`config.mk`:
```
export PLATFORM = sky130hd
export DESIGN_NAME = c8_ctrl
export DESIGN_NICKNAME = d
export VERILOG_FILES = /design/src/hdl/c8_pkg.sv /design/src/hdl/c8_ctrl.sv
export SDC_FILE = /design/constraint.sdc
export NUM_CORES = 1
export LEC_CHECK = 0
export BUFFER_PORTS_ARGS = -buffer_cell sky130_fd_sc_hd__buf_2
export CAP_MARGIN = 20
export CORE_MARGIN = 1.5
export CORE_UTILIZATION = 50
export CTS_BUF_LIST = sky130_fd_sc_hd__clkbuf_4 sky130_fd_sc_hd__clkbuf_8
export DETAILED_ROUTE_END_ITERATION = 8
export PLACE_DENSITY = 0.81
export SYNTH_ARGS = -nofsm -noshare
export SYNTH_HDL_FRONTEND = slang
export SYNTH_SLANG_ARGS = --single-unit
```
`constraint.sdc`:
```
create_clock -name clk_i -period 2.75 [get_ports clk_i]
set_clock_uncertainty 0.2 [all_clocks]
set_input_delay 0.275 -clock clk_i [delete_from_list [all_inputs] [get_ports clk_i]]
set_output_delay 0.275 -clock clk_i [all_outputs]
set_load 0.01 [all_outputs]
```
`src/hdl/c8_pkg.sv`:
```
package c8_pkg;

  localparam int unsigned AddrW   = 12;
  localparam int unsigned RowAw   = 5;
  localparam int unsigned ScreenW = 64;
  localparam int unsigned RegAw   = 4;
  localparam int unsigned FontLen = 80;

  typedef enum logic [1:0] {
    MODE_LOAD = 2'd0,
    MODE_EXEC = 2'd1,
    MODE_ROW  = 2'd2,
    MODE_NONE = 2'd3
  } mode_e;

  typedef enum logic [4:0] {
    ST_CLEAR,
    ST_IDLE,
    ST_LOAD,
    ST_ROW_RD,
    ST_ROW_CAP,
    ST_FETCH_HI,
    ST_FETCH_LO,
    ST_FETCH_CAP,
    ST_READ_Y,
    ST_EXEC,
    ST_WRITE_F,
    ST_DRAW_RD,
    ST_DRAW_WR,
    ST_BCD_H,
    ST_BCD_T,
    ST_BCD_O,
    ST_SAVE_RD,
    ST_SAVE_WR,
    ST_RESTORE_RD,
    ST_RESTORE_WR,
    ST_DONE
  } step_e;

  localparam logic [3:0] OP_SYS    = 4'h0;
  localparam logic [3:0] OP_JP     = 4'h1;
  localparam logic [3:0] OP_CALL   = 4'h2;
  localparam logic [3:0] OP_SE_I   = 4'h3;
  localparam logic [3:0] OP_SNE_I  = 4'h4;
  localparam logic [3:0] OP_SE_R   = 4'h5;
  localparam logic [3:0] OP_LD_I   = 4'h6;
  localparam logic [3:0] OP_ADD_I  = 4'h7;
  localparam logic [3:0] OP_ALU    = 4'h8;
  localparam logic [3:0] OP_SNE_R  = 4'h9;
  localparam logic [3:0] OP_LD_IDX = 4'hA;
  localparam logic [3:0] OP_JP_V0  = 4'hB;
  localparam logic [3:0] OP_RND    = 4'hC;
  localparam logic [3:0] OP_DRW    = 4'hD;
  localparam logic [3:0] OP_KEY    = 4'hE;
  localparam logic [3:0] OP_MISC   = 4'hF;

  localparam logic [15:0] OPC_CLS = 16'h00E0;
  localparam logic [15:0] OPC_RET = 16'h00EE;

  localparam logic [3:0] ALU_MOV = 4'h0;
  localparam logic [3:0] ALU_OR  = 4'h1;
  localparam logic [3:0] ALU_AND = 4'h2;
  localparam logic [3:0] ALU_XOR = 4'h3;
  localparam logic [3:0] ALU_ADD = 4'h4;
  localparam logic [3:0] ALU_SUB = 4'h5;
  localparam logic [3:0] ALU_SHR = 4'h6;
  localparam logic [3:0] ALU_SBN = 4'h7;
  localparam logic [3:0] ALU_SHL = 4'hE;

  localparam logic [7:0] KEY_SKP  = 8'h9E;
  localparam logic [7:0] KEY_SKNP = 8'hA1;

  localparam logic [7:0] MISC_GET_DT = 8'h07;
  localparam logic [7:0] MISC_WAIT_K = 8'h0A;
  localparam logic [7:0] MISC_SET_DT = 8'h15;
  localparam logic [7:0] MISC_SET_ST = 8'h18;
  localparam logic [7:0] MISC_ADD_I  = 8'h1E;
  localparam logic [7:0] MISC_FONT   = 8'h29;
  localparam logic [7:0] MISC_BCD    = 8'h33;
  localparam logic [7:0] MISC_SAVE   = 8'h55;
  localparam logic [7:0] MISC_LOAD   = 8'h65;

  localparam logic [7:0] FONT [FontLen] = '{
    8'hF0, 8'h90, 8'h90, 8'h90, 8'hF0, 8'h20, 8'h60, 8'h20, 8'h20, 8'h70,
    8'hF0, 8'h10, 8'hF0, 8'h80, 8'hF0, 8'hF0, 8'h10, 8'hF0, 8'h10, 8'hF0,
    8'h90, 8'h90, 8'hF0, 8'h10, 8'h10, 8'hF0, 8'h80, 8'hF0, 8'h10, 8'hF0,
    8'hF0, 8'h80, 8'hF0, 8'h90, 8'hF0, 8'hF0, 8'h10, 8'h20, 8'h40, 8'h40,
    8'hF0, 8'h90, 8'hF0, 8'h90, 8'hF0, 8'hF0, 8'h90, 8'hF0, 8'h10, 8'hF0,
    8'hF0, 8'h90, 8'hF0, 8'h90, 8'h90, 8'hE0, 8'h90, 8'hE0, 8'h90, 8'hE0,
    8'hF0, 8'h80, 8'h80, 8'h80, 8'hF0, 8'hE0, 8'h90, 8'h90, 8'h90, 8'hE0,
    8'hF0, 8'h80, 8'hF0, 8'h80, 8'hF0, 8'hF0, 8'h80, 8'hF0, 8'h80, 8'h80
  };

  typedef struct packed {
    logic [1:0]  mode;
    logic [11:0] load_address;
    logic [7:0]  load_byte;
    logic [15:0] key_mask;
    logic [7:0]  random_byte;
    logic [4:0]  row_select;
  } in_item_t;

  typedef struct packed {
    logic [11:0] program_counter;
    logic [15:0] executed_opcode;
    logic        redraw_pending;
    logic [63:0] row_pixels;
    logic [7:0]  delay_count;
    logic [7:0]  sound_count;
  } out_item_t;

  typedef struct packed {
    step_e             step;
    logic [AddrW-1:0]  cnt;
    logic              take_in;
    logic              load_out;
  } cmd_t;

  typedef struct packed {
    logic [15:0] opcode;
  } status_t;

endpackage

```
`src/hdl/c8_ctrl.sv`:
```
module c8_ctrl (
  input  logic             clk_i,
  input  logic             rst_ni,
  input  logic             in_valid_i,
  input  logic [1:0]       in_mode_i,
  output logic             in_ready_o,
  output logic             out_valid_o,
  input  logic             out_ready_i,
  input  c8_pkg::status_t  status_i,
  output c8_pkg::cmd_t     cmd_o
);

  c8_pkg::step_e                state_q, state_d;
  logic [c8_pkg::AddrW-1:0]     cnt_q, cnt_d;
  logic                         out_valid_q, out_valid_d;
  logic                         take_in, load_out;
  logic [3:0]                   op_hi, op_x, op_n;
  logic [7:0]                   op_nn;

  assign op_hi = status_i.opcode[15:12];
  assign op_x  = status_i.opcode[11:8];
  assign op_n  = status_i.opcode[3:0];
  assign op_nn = status_i.opcode[7:0];

  always_ff @(posedge clk_i or negedge rst_ni) begin
    if (!rst_ni) begin
      state_q     <= c8_pkg::ST_CLEAR;
      cnt_q       <= '0;
      out_valid_q <= 1'b0;
    end else begin
      state_q     <= state_d;
      cnt_q       <= cnt_d;
      out_valid_q <= out_valid_d;
    end
  end

  always_comb begin
    state_d     = state_q;
    cnt_d       = cnt_q;
    out_valid_d = out_valid_q & ~out_ready_i;
    take_in     = 1'b0;
    load_out    = 1'b0;
    in_ready_o  = 1'b0;
    unique case (state_q)
      c8_pkg::ST_CLEAR: begin
        cnt_d = cnt_q + 1'b1;
        if (cnt_q == '1) begin
          state_d = c8_pkg::ST_IDLE;
        end
      end
      c8_pkg::ST_IDLE: begin
        in_ready_o = 1'b1;
        if (in_valid_i) begin
          take_in = 1'b1;
          unique case (c8_pkg::mode_e'(in_mode_i))
            c8_pkg::MODE_LOAD: state_d = c8_pkg::ST_LOAD;
            c8_pkg::MODE_EXEC: state_d = c8_pkg::ST_FETCH_HI;
            c8_pkg::MODE_ROW:  state_d = c8_pkg::ST_ROW_RD;
            default:           state_d = c8_pkg::ST_DONE;
          endcase
        end
      end
      c8_pkg::ST_LOAD:      state_d = c8_pkg::ST_DONE;
      c8_pkg::ST_ROW_RD:    state_d = c8_pkg::ST_ROW_CAP;
      c8_pkg::ST_ROW_CAP:   state_d = c8_pkg::ST_DONE;
      c8_pkg::ST_FETCH_HI:  state_d = c8_pkg::ST_FETCH_LO;
      c8_pkg::ST_FETCH_LO:  state_d = c8_pkg::ST_FETCH_CAP;
      c8_pkg::ST_FETCH_CAP: state_d = c8_pkg::ST_READ_Y;
      c8_pkg::ST_READ_Y:    state_d = c8_pkg::ST_EXEC;
      c8_pkg::ST_EXEC: begin
        cnt_d   = '0;
        state_d = c8_pkg::ST_DONE;
        unique case (op_hi)
          c8_pkg::OP_ALU: begin
            case (op_n)
              c8_pkg::ALU_ADD, c8_pkg::ALU_SUB, c8_pkg::ALU_SHR,
              c8_pkg::ALU_SBN, c8_pkg::ALU_SHL: state_d = c8_pkg::ST_WRITE_F;
              default: ;
            endcase
          end
          c8_pkg::OP_DRW: begin
            state_d = (op_n == '0) ? c8_pkg::ST_WRITE_F : c8_pkg::ST_DRAW_RD;
          end
          c8_pkg::OP_MISC: begin
            case (op_nn)
              c8_pkg::MISC_BCD:  state_d = c8_pkg::ST_BCD_H;
              c8_pkg::MISC_SAVE: state_d = c8_pkg::ST_SAVE_RD;
              c8_pkg::MISC_LOAD: state_d = c8_pkg::ST_RESTORE_RD;
              default: ;
            endcase
          end
          default: ;
        endcase
      end
      c8_pkg::ST_WRITE_F: state_d = c8_pkg::ST_DONE;
      c8_pkg::ST_DRAW_RD: state_d = c8_pkg::ST_DRAW_WR;
      c8_pkg::ST_DRAW_WR: begin
        if (cnt_q[3:0] == op_n - 4'd1) begin
          state_d = c8_pkg::ST_WRITE_F;
        end else begin
          cnt_d   = cnt_q + 1'b1;
          state_d = c8_pkg::ST_DRAW_RD;
        end
      end
      c8_pkg::ST_BCD_H: state_d = c8_pkg::ST_BCD_T;
      c8_pkg::ST_BCD_T: state_d = c8_pkg::ST_BCD_O;
      c8_pkg::ST_BCD_O: state_d = c8_pkg::ST_DONE;
      c8_pkg::ST_SAVE_RD: state_d = c8_pkg::ST_SAVE_WR;
      c8_pkg::ST_SAVE_WR: begin
        if (cnt_q[3:0] == op_x) begin
          state_d = c8_pkg::ST_DONE;
        end else begin
          cnt_d   = cnt_q + 1'b1;
          state_d = c8_pkg::ST_SAVE_RD;
        end
      end
      c8_pkg::ST_RESTORE_RD: state_d = c8_pkg::ST_RESTORE_WR;
      c8_pkg::ST_RESTORE_WR: begin
        if (cnt_q[3:0] == op_x) begin
          state_d = c8_pkg::ST_DONE;
        end else begin
          cnt_d   = cnt_q + 1'b1;
          state_d = c8_pkg::ST_RESTORE_RD;
        end
      end
      c8_pkg::ST_DONE: begin
        if (!out_valid_q || out_ready_i) begin
          load_out    = 1'b1;
          out_valid_d = 1'b1;
          state_d     = c8_pkg::ST_IDLE;
        end
      end
      default: state_d = c8_pkg::ST_IDLE;
    endcase
  end

  assign out_valid_o    = out_valid_q;
  assign cmd_o.step     = state_q;
  assign cmd_o.cnt      = cnt_q;
  assign cmd_o.take_in  = take_in;
  assign cmd_o.load_out = load_out;

endmodule

```
# Word-level counts from Yosys, hierarchy flattened
# Index checks and enable logic that the tools add are counted.
# op_classes
n_eq_ne	41
mux	22
reduce_logical	11
add_sub_neg	2
bitwise_logic	2
# ops
operator	n
case mux 5 bit (18 select lines)	1
case mux 12 bit (4 select lines)	1
case mux 5 bit (3 select lines)	3
== test 5 x 4 -> 1 bit (second input constant)	8
== test 5 bit (second input constant)	5
two-way mux 12 bit	2
== test 5 x 3 -> 1 bit (second input constant)	4
two-way mux 5 bit	4
== test 4 x 3 -> 1 bit (second input constant)	4
== test 4 bit (second input constant)	4
== test 8 x 7 -> 1 bit (second input constant)	2
adder 12 x 1 -> 12 bit (second input constant)	1
== test 12 bit (second input constant)	1
== test 5 x 2 -> 1 bit (second input constant)	2
inequality test 2 bit (second input constant)	5
two-way mux 1 bit	9
== test 4 bit	2
== test 8 x 6 -> 1 bit (second input constant)	1
two-way mux 3 bit	2
AND reduction 3 bit	2
== test 5 x 1 -> 1 bit (second input constant)	1
logical NOT 5 bit	1
OR reduction 5 bit	1
logical NOT 4 bit	1
11 further kinds	11
# word_totals
word_cells	81
reg_bits	18

# Depth between registers and ports, before layout
# Gate-level depths: netlist of the first run.
# logic_depth
word_depth	5
depth_mapped	8

# Worst setup path after synthesis of the first run
# OpenSTA, ideal clock, no wires.
# synth_timing
path_kind	flip-flop to flip-flop
from	reg state_q[4]
to	reg cnt_q[9] (netlist bit)
synth_period_minus_slack_ns	2.293
path_stages_with_launch	8
setup_time_ns	0.078
arrival_ns	2.015
path_slack_ns	0.457
path_cell_list	dfrtp_1 -> buf_4 -> nor3b_1 -> o21ai_0 -> a21oi_1 -> o211ai_4 -> or4_1 -> a21oi_1
# synth_between
elab_chain_len	4
# synth_lines
item	line_no	text
start: declaration	c8_ctrl.sv:13	c8_pkg::step_e state_q, state_d;
start signal: assignment	c8_ctrl.sv:27	state_q <= c8_pkg::ST_CLEAR;
start signal: assignment	c8_ctrl.sv:31	state_q <= state_d;
== test 5 bit	c8_ctrl.sv:44	unique case (state_q)
OR reduction 2 bit (no source line)	--	
inequality test 2 bit (no source line) or nonzero test 4 bit (tied branches)	--	
AND reduction 3 bit (no source line)	--	
end signal: assignment	c8_ctrl.sv:32	cnt_q <= cnt_d;
end: declaration	c8_ctrl.sv:14	logic [c8_pkg::AddrW-1:0] cnt_q, cnt_d;
# Parallel ways exist; a longest one is shown, timed or not.
# A chain may end at the register's enable or synchronous reset.

# Worst setup path after layout of the first run
# layout_timing
from	reg state_q[1]
to	reg cnt_q[9] (netlist bit)
# The elaborated chain is that of the path after synthesis.

==> results.py, run 1 <==
metrics = {
    "timing": {
        "final.setup.tns_ns": 0,
        "drv_slew": 0,
        "hold_viol_final": 0,
        "fmax_ghz": 0.4251,
        "slew_headroom": 0.6692,
        "finalCritPeriodShare": 0.8554,
        "tightest_slew_ns": 0.4962,
        "report.final.setup_viol": 0,
        "min_period_ns": 2.352,
        "rsz0062_at_grt": "no",
    },
    "cts": {
        "clock_latency_ns": 0.29,
        "htree_levels": 1,
        "cts.clk_slew.worst_paths_ns": 0.09,
        "cts_buffer_depth": 2,
        "clockRootBuffer": "clkbuf_4",
        "cts_buffers": 3,
        "cts_tree": "done",
        "cts_resized": 0,
        "cts.sinks": 18,
    },
    "yosys": {
        "synth_fa_ha_area_frac": 0.07015,
        "ys_top_cells_by_count": "nand2_1, dfrtp_1, nor2_1",
        "synth-seq-cells": 18,
        "synthCells": 199,
        "synth_top_family_by_area": "simple AND/OR/NAND/NOR gates",
        "synth_edf_count": 0,
        "synth_compound_area_frac": 0.2338,
        "synth.top_cell.area_share": 0.2806,
        "netlist_area_mm2": 0.001605,
        "ys.flop_type": "dfrtp_1",
        "syn_nets": 230,
        "muxShareOfSynthArea": 0,
        "yosysWarnings": 0,
        "synth_xor_xnor_area_share": 0.09275,
        "postSynthAreaPerCell_um2": 8.067,
        "seq_area_frac_synth": 0.2806,
        "async_reset_ff_frac": 1.000,
        "synth.area.top_cells": "dfrtp_1, ha_1, xor2_1",
        "synth-simple-area-share": 0.2627,
        "synth_area_leader_cell": "dfrtp_1",
        "synthDistinctLibCells": 45,
        "yosysMostFrequentCell": "nand2_1",
    },
    "floorplanning": {
        "die_w_um": 59.66,
        "ios": 43,
        "die_y_um": 59.66,
        "start_util": 0.5258,
        "rows": 20,
        "core_region_area_mm2": 0.003053,
        "dieArea_mm2": 0.003559,
    },
    "worst_setup_path": {
        "start_kind": "flip-flop",
        "r2r_cells": 6,
        "r2r_end": "cnt_q[9]",
        "path_max_fanout": 14,
        "crit_arrival_ns": 2.37,
        "cp-end-kind": "flip-flop",
        "rr_startpoint": "state_q[1]",
        "reg2reg_slack_ns": 0.40,
        "required_ns": 2.77,
        "critPathKind": "flip-flop to flip-flop",
    },
    "grt": {
        "grt_overflow_total": 0,
        "grt_max_degree": 19,
        "grt_pass1_wl_mm": 6.016,
        "track_usage": 0.2161,
        "grt_pass1_vias": 1455,
        "antenna_found_initial": 0,
    },
    "power_and_ir_drop": {
        "p_int_uw": 787.6,
        "combPwrFrac": 0.579,
        "switchingPower_uw": 705.9,
        "p_seq_frac": 0.337,
        "p_per_area_mw_per_mm2": 793.6,
        "clkPwrFrac": 0.085,
        "p_leak_nw": 0.9168,
        "switching_share": 0.4727,
        "peakVddDrop_mv": 0.5598,
    },
    "cells_and_area": {
        "area_growth_pct": 17.22,
        "final_layout_size_suffix_gt1_frac": 0.2333,
        "layout.cells.non_filler": 284,
        "final_nets": 273,
        "stdcell_area_mm2": 0.001882,
        "antenna_cells": 0,
    },
    "hold_path": {
        "min_path_cells": 3,
        "hold_path.class": "input port to flip-flop",
        "hold_start": "out_ready_i",
        "min_to": "out_valid_o",
    },
    "route": {
        "drt_iter0_markers": 74,
        "wl_mm": 3.535,
        "postRouteAntennaNets": 0,
        "via_per_inst": 5.532,
        "first_pass_iters": 4,
        "drc_errors": 0,
        "vias": 1571,
        "routedWlPerCell_um": 12.45,
    },
    "place": {
        "placed_area_mm2": 0.001849,
        "dp.cells": 280,
        "portBuffers": 42,
        "gp_congestion": 0.9036,
        "dp_hpwl_mm": 2.729,
    },
    "job": {
        "cap_violations": 0,
    },
    "outcome": {
        "outcome": "finished clean",
    },
}
how the worst max path moves through the flow:
stage / start / slack, ns / to / depth (start not counted)
after detailed placement: status_i[0] / 0.26 / cnt_q[5] / 9
final: state_q[1] / 0.40 / cnt_q[9] / 6
after global routing: state_q[4] / 0.17 / cnt_q[9] / 7
after floorplan: state_q[4] / 0.46 / cnt_q[9] / 7
after CTS: state_q[1] / 0.40 / cnt_q[5] / 6
after global placement: status_i[0] / 0.29 / cnt_q[9] / 9
critical path, stage by stage (launching register included):
cell and delay (ns):
dfrtp_1 0.52, nor2_1 0.26, nand2_1 0.14, a311oi_4 0.38, o211ai_4 0.15, or4_1 0.48
a21oi_1 0.15
power by group through the flow:
| stage | sequential [mW] | clock, mW | combinational (mW) |
|---|---|---|---|
| after floorplan | 0.483 | 0 | 0.637 |
| after global placement | 0.505 | 0 | 0.846 |
| after detailed placement | 0.507 | 0 | 0.857 |
| after CTS | 0.501 | 0.130 | 0.863 |
| after global routing | 0.521 | 0.150 | 0.964 |
| final | 0.503 | 0.126 | 0.864 |
registers in the layout, indices dropped and copies added (netlist names):
register and count:
cnt_q 12, out_valid_o 1, state_q 5
cell type report:
type,count,area (um2)
clock buffer,3,22.52
fill,306,1171
inverter,10,37.54
multi-input combinational,161,1059
sequential,18,450.4
tap,44,55.05
timing repair buffer,48,257.7
kinds of logic (layout without fill, tap and decap cells):
logic type,count (synthesis),in the layout
fa+ha+maj,9,9
buf+inv,20,61
xor+xnor,17,17
simple gates,84,84
compound gates,51,51
flops,18,18
timing repair:
action / in CTS / in global routing
hold endpoints to repair: 18 / 0
buffers inserted: 0 / 0
hold buffers: 1 / 0
routing by layer:
layer / up-vias / part of all wire / track usage
met4: 0 / 0.0088 / 0.05397
met5: - / 0 / 0
met3: 4 / 0.060 / 0.03896
met1: 718 / 0.48 / 0.2947
met2: 50 / 0.45 / 0.3540
li1: 799 / - / -
per-stage QoR:
step,hold WS [ns],worst slack (ns),power [mW],utilization
3_5_place_dp,0.02040,0.2597,1.363,0.6057
2_1_floorplan,-0.2206,0.4566,1.120,-
3_3_place_gp,0.02003,0.2874,1.352,0.6057
5_1_grt,0.08256,0.1714,1.634,0.6164
6_report,0.07059,0.3975,1.493,0.6164
4_1_cts,0.07208,0.4005,1.494,0.6164
placed cells by master (no fill, tap or decap), types with 9 or more instances in the layout:
cell type,count
nor3_1,9
ha_1,9
inv_1,10
a21oi_1,10
dfrtp_1,18
nor2_1,18
xor2_1,11
nand2_1,19
o21ai_0,9
buf_2,42
(Power assumes the default switching activity.)
==> inputs of run 2 (changes only) <==
CORE_MARGIN = not set   (was 1.5)
==> run 2 against run 1 <==
Effect of this change: sequential cell count stayed put; setup slack worse by 0.047 ns; largest power group unchanged; sequential share of layout area is 0.095 points lower; critical endpoint unchanged; via count increased by 0.76%; global-route usage rose by 1.7 points; core utilization grew 0.25 points; final area up 0.40%; largest cell class unchanged; worst hold slack gained 0.0090 ns; first-iteration DRC count down 4.1%; non-clock buffer count increased by 1; clock-buffer cell count did not move.
==> results.py, run 2 (synthesis results as in run 1) <==
metrics = {
    "cts": {
        "htree_levels": 1,
        "postCtsSetupRepairBufs": 0,
        "cts.sinks": 18,
        "clock_latency_ns": 0.29,
        "cts_buffer_depth": 2,
        "clockRootBuffer": "clkbuf_4",
        "cts.clk_slew.worst_paths_ns": 0.09,
        "cts_resized": 0,
        "postCtsHoldBufs": 1,
        "cts_buffers": 3,
        "cts_tree": "done",
    },
    "hold_path": {
        "hold_start": "out_ready_i",
        "min_path_cells": 3,
        "min_to": "out_valid_o",
        "hold_path.class": "input port to flip-flop",
    },
    "timing": {
        "fmax_ghz": 0.4167,
        "hold_viol_final": 0,
        "final.setup.tns_ns": 0,
        "rsz0062_at_grt": "no",
        "min_period_ns": 2.400,
        "report.final.setup_viol": 0,
        "drv_slew": 0,
        "tightest_slew_ns": 0.5251,
        "finalCritPeriodShare": 0.8727,
        "hold_ws_ns": 0.07960,
        "slew_headroom": 0.6499,
    },
    "worst_setup_path": {
        "crit_arrival_ns": 2.43,
        "startpoint": "state_q[4]",
        "required_ns": 2.78,
        "slowest_delay_ns": 0.55,
        "path_cells": "nor2b_1, o21ai_0, a21oi_1, buf_4, o211ai_4, or4_1, a21oi_1",
        "rr_startpoint": "state_q[4]",
        "critPathKind": "flip-flop to flip-flop",
        "cpMostUsedCell": "a21oi_1",
        "start_kind": "flip-flop",
        "reg2reg_slack_ns": 0.35,
        "r2r_end": "cnt_q[9]",
        "r2r_cells": 7,
        "cp-end-kind": "flip-flop",
        "slowest_stage": "dfrtp_1",
        "path_max_fanout": 11,
    },
    "floorplanning": {
        "core_region_area_mm2": 0.003053,
        "die_w_um": 58.66,
        "dieArea_mm2": 0.003441,
        "ios": 43,
        "start_util": 0.5258,
        "die_y_um": 58.66,
        "rows": 20,
    },
    "route": {
        "drt_iter0_markers": 71,
        "wl_mm": 3.659,
        "postRouteAntennaNets": 0,
        "via_per_inst": 5.554,
        "first_pass_iters": 4,
        "drc_errors": 0,
        "vias": 1583,
        "routedWlPerCell_um": 12.84,
    },
    "grt": {
        "track_usage": 0.2328,
        "grt_pass1_wl_mm": 6.168,
        "antenna_found_initial": 0,
        "grt_max_degree": 19,
        "grt_pass1_vias": 1417,
        "grt_overflow_total": 0,
    },
    "power_and_ir_drop": {
        "p_per_area_mw_per_mm2": 803.2,
        "peakVddDrop_mv": 0.5244,
        "p_leak_nw": 0.9221,
    },
    "cells_and_area": {
        "final_common_cell": "buf_2",
        "final_cell_mix": "buf_2, nand2_1, nor2_1, dfrtp_1, xor2_1",
        "regArea_um2": 450.4,
        "largest_reg_flops": 12,
        "regMostFlops": "cnt_q",
        "area_growth_pct": 17.69,
        "final_nets": 274,
        "antenna_cells": 0,
        "fillers": 312,
        "multi_input_area_mm2": 0.001059,
        "final_layout_size_suffix_gt1_frac": 0.2365,
    },
    "outcome": {
        "outcome": "finished clean",
    },
    "place": {
        "dp_hpwl_mm": 2.841,
        "gp_congestion": 0.9018,
        "portBuffers": 42,
    },
    "job": {
        "cap_violations": 0,
    },
}
==> run 2: changes by cell type in the layout (fill, tap and decap cells not counted) <==
cell,before,now
buf_4,5,6
==> run 2: report_power, final <==
| group | switching (mW) | leakage (nW) | internal, mW | total [mW] |
|---|---|---|---|---|
| Clock | 0.0761 | 0.0138 | 0.0510 | 0.127 |
| Combinational | 0.507 | 0.675 | 0.395 | 0.902 |
| Sequential | 0.139 | 0.233 | 0.350 | 0.488 |
| Total | 0.722 | 0.922 | 0.796 | 1.52 |
==> run 2: area by class of cell <==
class	instances	area share
Timing Repair Buffer	49	0.1404
Clock buffer	3	0.01192
Inverter	10	0.01987
Multi-Input combinational cell	161	0.5603
Sequential cell	18	0.2384
Tap cell	44	0.02914
==> run 2: critical path: cells and delay by family, from the launching register on <==
kind	cells	cell delay, ns
and+or+nand+nor	2	0.80
buffers and inverters	1	0.19
AOI/OAI and AO/OA	4	0.60
DFF	1	0.55
==> run 2: per-stage QoR <==
step	worst slack [ns]	instances	cell area, um2	power [mW]	utilization
finish	0.3502	285	1889	1.517	0.6189
global route	0.1765	285	1889	1.653	0.6189
floorplan	0.4566	199	1605	1.120	-
detailed placement	0.2254	281	1857	1.383	0.6082
global placement	0.2856	281	1857	1.360	0.6082
CTS	0.3881	285	1889	1.515	0.6189
==> run 2: routing by layer <==
metal | global-route usage | vias to the layer above | share of wire
li1 | - | 802 | -
met1 | 0.3193 | 726 | 0.47
met2 | 0.3793 | 53 | 0.47
met3 | 0.05055 | 2 | 0.059
met4 | 0.05102 | 0 | 0.0033
met5 | 0 | - | 0
==> run 2: worst max-delay path by stage <==
| stage | to | slack, ns | cells after the start |
|---|---|---|---|
| floorplan | cnt_q[9] | 0.46 | 7 |
| global placement | cnt_q[9] | 0.29 | 9 |
| detailed placement | cnt_q[5] | 0.23 | 9 |
| CTS | cnt_q[9] | 0.39 | 7 |
| global route | cnt_q[5] | 0.18 | 7 |
| finish | cnt_q[9] | 0.35 | 7 |
==> inputs of run 3 (changes only) <==
--- a/constraint.sdc
+++ b/constraint.sdc
@@ -3,3 +3,3 @@
 set_input_delay 0.275 -clock clk_i [delete_from_list [all_inputs] [get_ports clk_i]]
 set_output_delay 0.275 -clock clk_i [all_outputs]
-set_load 0.01 [all_outputs]
+set_load 0.05 [all_outputs]
==> run 3 against run 2 <==
Effect of this change: core utilization up 0.082 points; setup slack about the same; final cell count unchanged; clock power about the same; largest power group unchanged.
==> results.py, run 3 (synthesis results as in run 1) <==
metrics = {
    "route": {
        "vias": 1626,
        "drc_errors": 0,
        "wl_mm": 3.637,
        "first_pass_iters": 4,
        "via_per_inst": 5.705,
        "drt_iter0_markers": 93,
        "routedWlPerCell_um": 12.76,
        "postRouteAntennaNets": 0,
    },
    "cts": {
        "clockRootBuffer": "clkbuf_4",
        "clock_latency_ns": 0.29,
        "cts.sinks": 18,
        "cts_resized": 0,
        "cts_buffer_depth": 2,
        "cts_buffers": 3,
        "cts.clk_slew.worst_paths_ns": 0.10,
        "cts_tree": "done",
        "htree_levels": 1,
        "postCtsSetupRepairBufs": 0,
    },
    "cells_and_area": {
        "final_common_cell": "buf_2",
        "final_nets": 274,
        "stdcell_area_mm2": 0.001892,
        "largest_reg_flops": 12,
        "antenna_cells": 0,
        "area_growth_pct": 17.85,
        "regMostFlops": "cnt_q",
        "final_layout_size_suffix_gt1_frac": 0.2407,
        "final_cell_mix": "buf_2, nand2_1, nor2_1, dfrtp_1, xor2_1",
    },
    "worst_setup_path": {
        "slowest_delay_ns": 0.57,
        "cp_top_family": "simple AND/OR/NAND/NOR gates",
        "crit_arrival_ns": 2.42,
        "cp-end-kind": "flip-flop",
        "path_max_fanout": 11,
        "path_cells": "nor2b_1, o21ai_0, a21oi_1, buf_4, o211ai_4, or4_1, a21oi_1",
        "slowest_stage": "dfrtp_1",
        "cpMostUsedCell": "a21oi_1",
        "path_buf_inv": 1,
        "critPathKind": "flip-flop to flip-flop",
        "start_kind": "flip-flop",
        "required_ns": 2.77,
    },
    "grt": {
        "track_usage": 0.2205,
        "grt_pass1_vias": 1320,
        "grt_overflow_total": 0,
        "antenna_found_initial": 0,
        "grt_max_degree": 19,
        "grt_pass1_wl_mm": 5.809,
    },
    "timing": {
        "tightest_slew_ns": 0.5158,
        "final.setup.tns_ns": 0,
        "finalCritPeriodShare": 0.8728,
        "slew_headroom": 0.6561,
        "min_period_ns": 2.400,
        "rsz0062_at_grt": "no",
        "fmax_ghz": 0.4166,
        "report.final.setup_viol": 0,
        "hold_viol_final": 0,
        "drv_slew": 0,
    },
    "floorplanning": {
        "die_w_um": 58.66,
        "start_util": 0.5258,
        "dieArea_mm2": 0.003441,
        "rows": 20,
        "core_region_area_mm2": 0.003053,
        "ios": 43,
        "die_y_um": 58.66,
    },
    "job": {
        "cap_violations": 0,
    },
    "hold_path": {
        "hold_path.class": "input port to flip-flop",
    },
    "place": {
        "dp_hpwl_mm": 2.804,
        "portBuffers": 42,
        "placed_area_mm2": 0.001859,
        "gp_congestion": 0.9181,
    },
    "outcome": {
        "outcome": "finished clean",
    },
    "power_and_ir_drop": {
        "p_per_area_mw_per_mm2": 956.1,
        "peakVddDrop_mv": 0.6616,
        "p_leak_nw": 0.9234,
    },
}
run 3: per-stage QoR:
| stage | utilization | power [mW] | setup slack, ns | hold slack [ns] | instances |
|---|---|---|---|---|---|
| floorplan | - | 1.417 | 0.1294 | -0.2206 | 199 |
| global placement | 0.6090 | 1.667 | 0.2903 | 0.02365 | 281 |
| detailed placement | 0.6090 | 1.678 | 0.2228 | 0.03191 | 281 |
| CTS | 0.6197 | 1.810 | 0.3836 | 0.09002 | 285 |
| global route | 0.6197 | 1.946 | 0.1898 | 0.09560 | 285 |
| finish | 0.6197 | 1.809 | 0.3497 | 0.08384 | 285 |
run 3: area by class of cell:
| type | count | area [um2] |
|---|---|---|
| fill | 286 | 1161 |
| multi-input combinational | 161 | 1061 |
| sequential | 18 | 450.4 |
| timing repair buffer | 49 | 265.3 |
| tap | 44 | 55.05 |
| inverter | 10 | 37.54 |
| clock buffer | 3 | 22.52 |
run 3: worst reg2reg max path, stage by stage (launching register included):
cell and delay, ns:
dfrtp_1 0.57, nor2b_1 0.33, o21ai_0 0.16, a21oi_1 0.14, buf_4 0.17, o211ai_4 0.12
or4_1 0.48, a21oi_1 0.16
run 3: where the power goes:
part           switching, mW  total [mW]  internal [mW]
sequential             0.140       0.490          0.350
combinational          0.791        1.19          0.399
clock                 0.0784       0.129         0.0509
total                   1.01        1.81          0.800
run 3: repair_timing:
item | 4_1_cts | 5_1_grt
hold endpoints to repair | 18 | 0
endpoints found under the setup margin | 0 | 0
hold buffers | 1 | 0
run 3: routing by layer:
metal	GRT usage	vias to the layer above	wire length, um
met4	0.04082	0	19
met5	0	-	0
met1	0.3111	765	1719
met2	0.3629	57	1719
met3	0.03297	2	179
li1	-	802	-
run 3: final timing paths:
path,cells past startpoint,endpoint,slack [ns],start
min in group asynchronous,2,cnt_q[4],0.22,rst_ni
min,3,out_valid_o,0.08,out_ready_i
max reg2reg,7,cnt_q[9],0.35,state_q[4]
max in group asynchronous,2,state_q[2],1.84,rst_ni
min reg2reg,2,out_valid_o,0.34,out_valid_o
max,7,cnt_q[9],0.35,state_q[4]
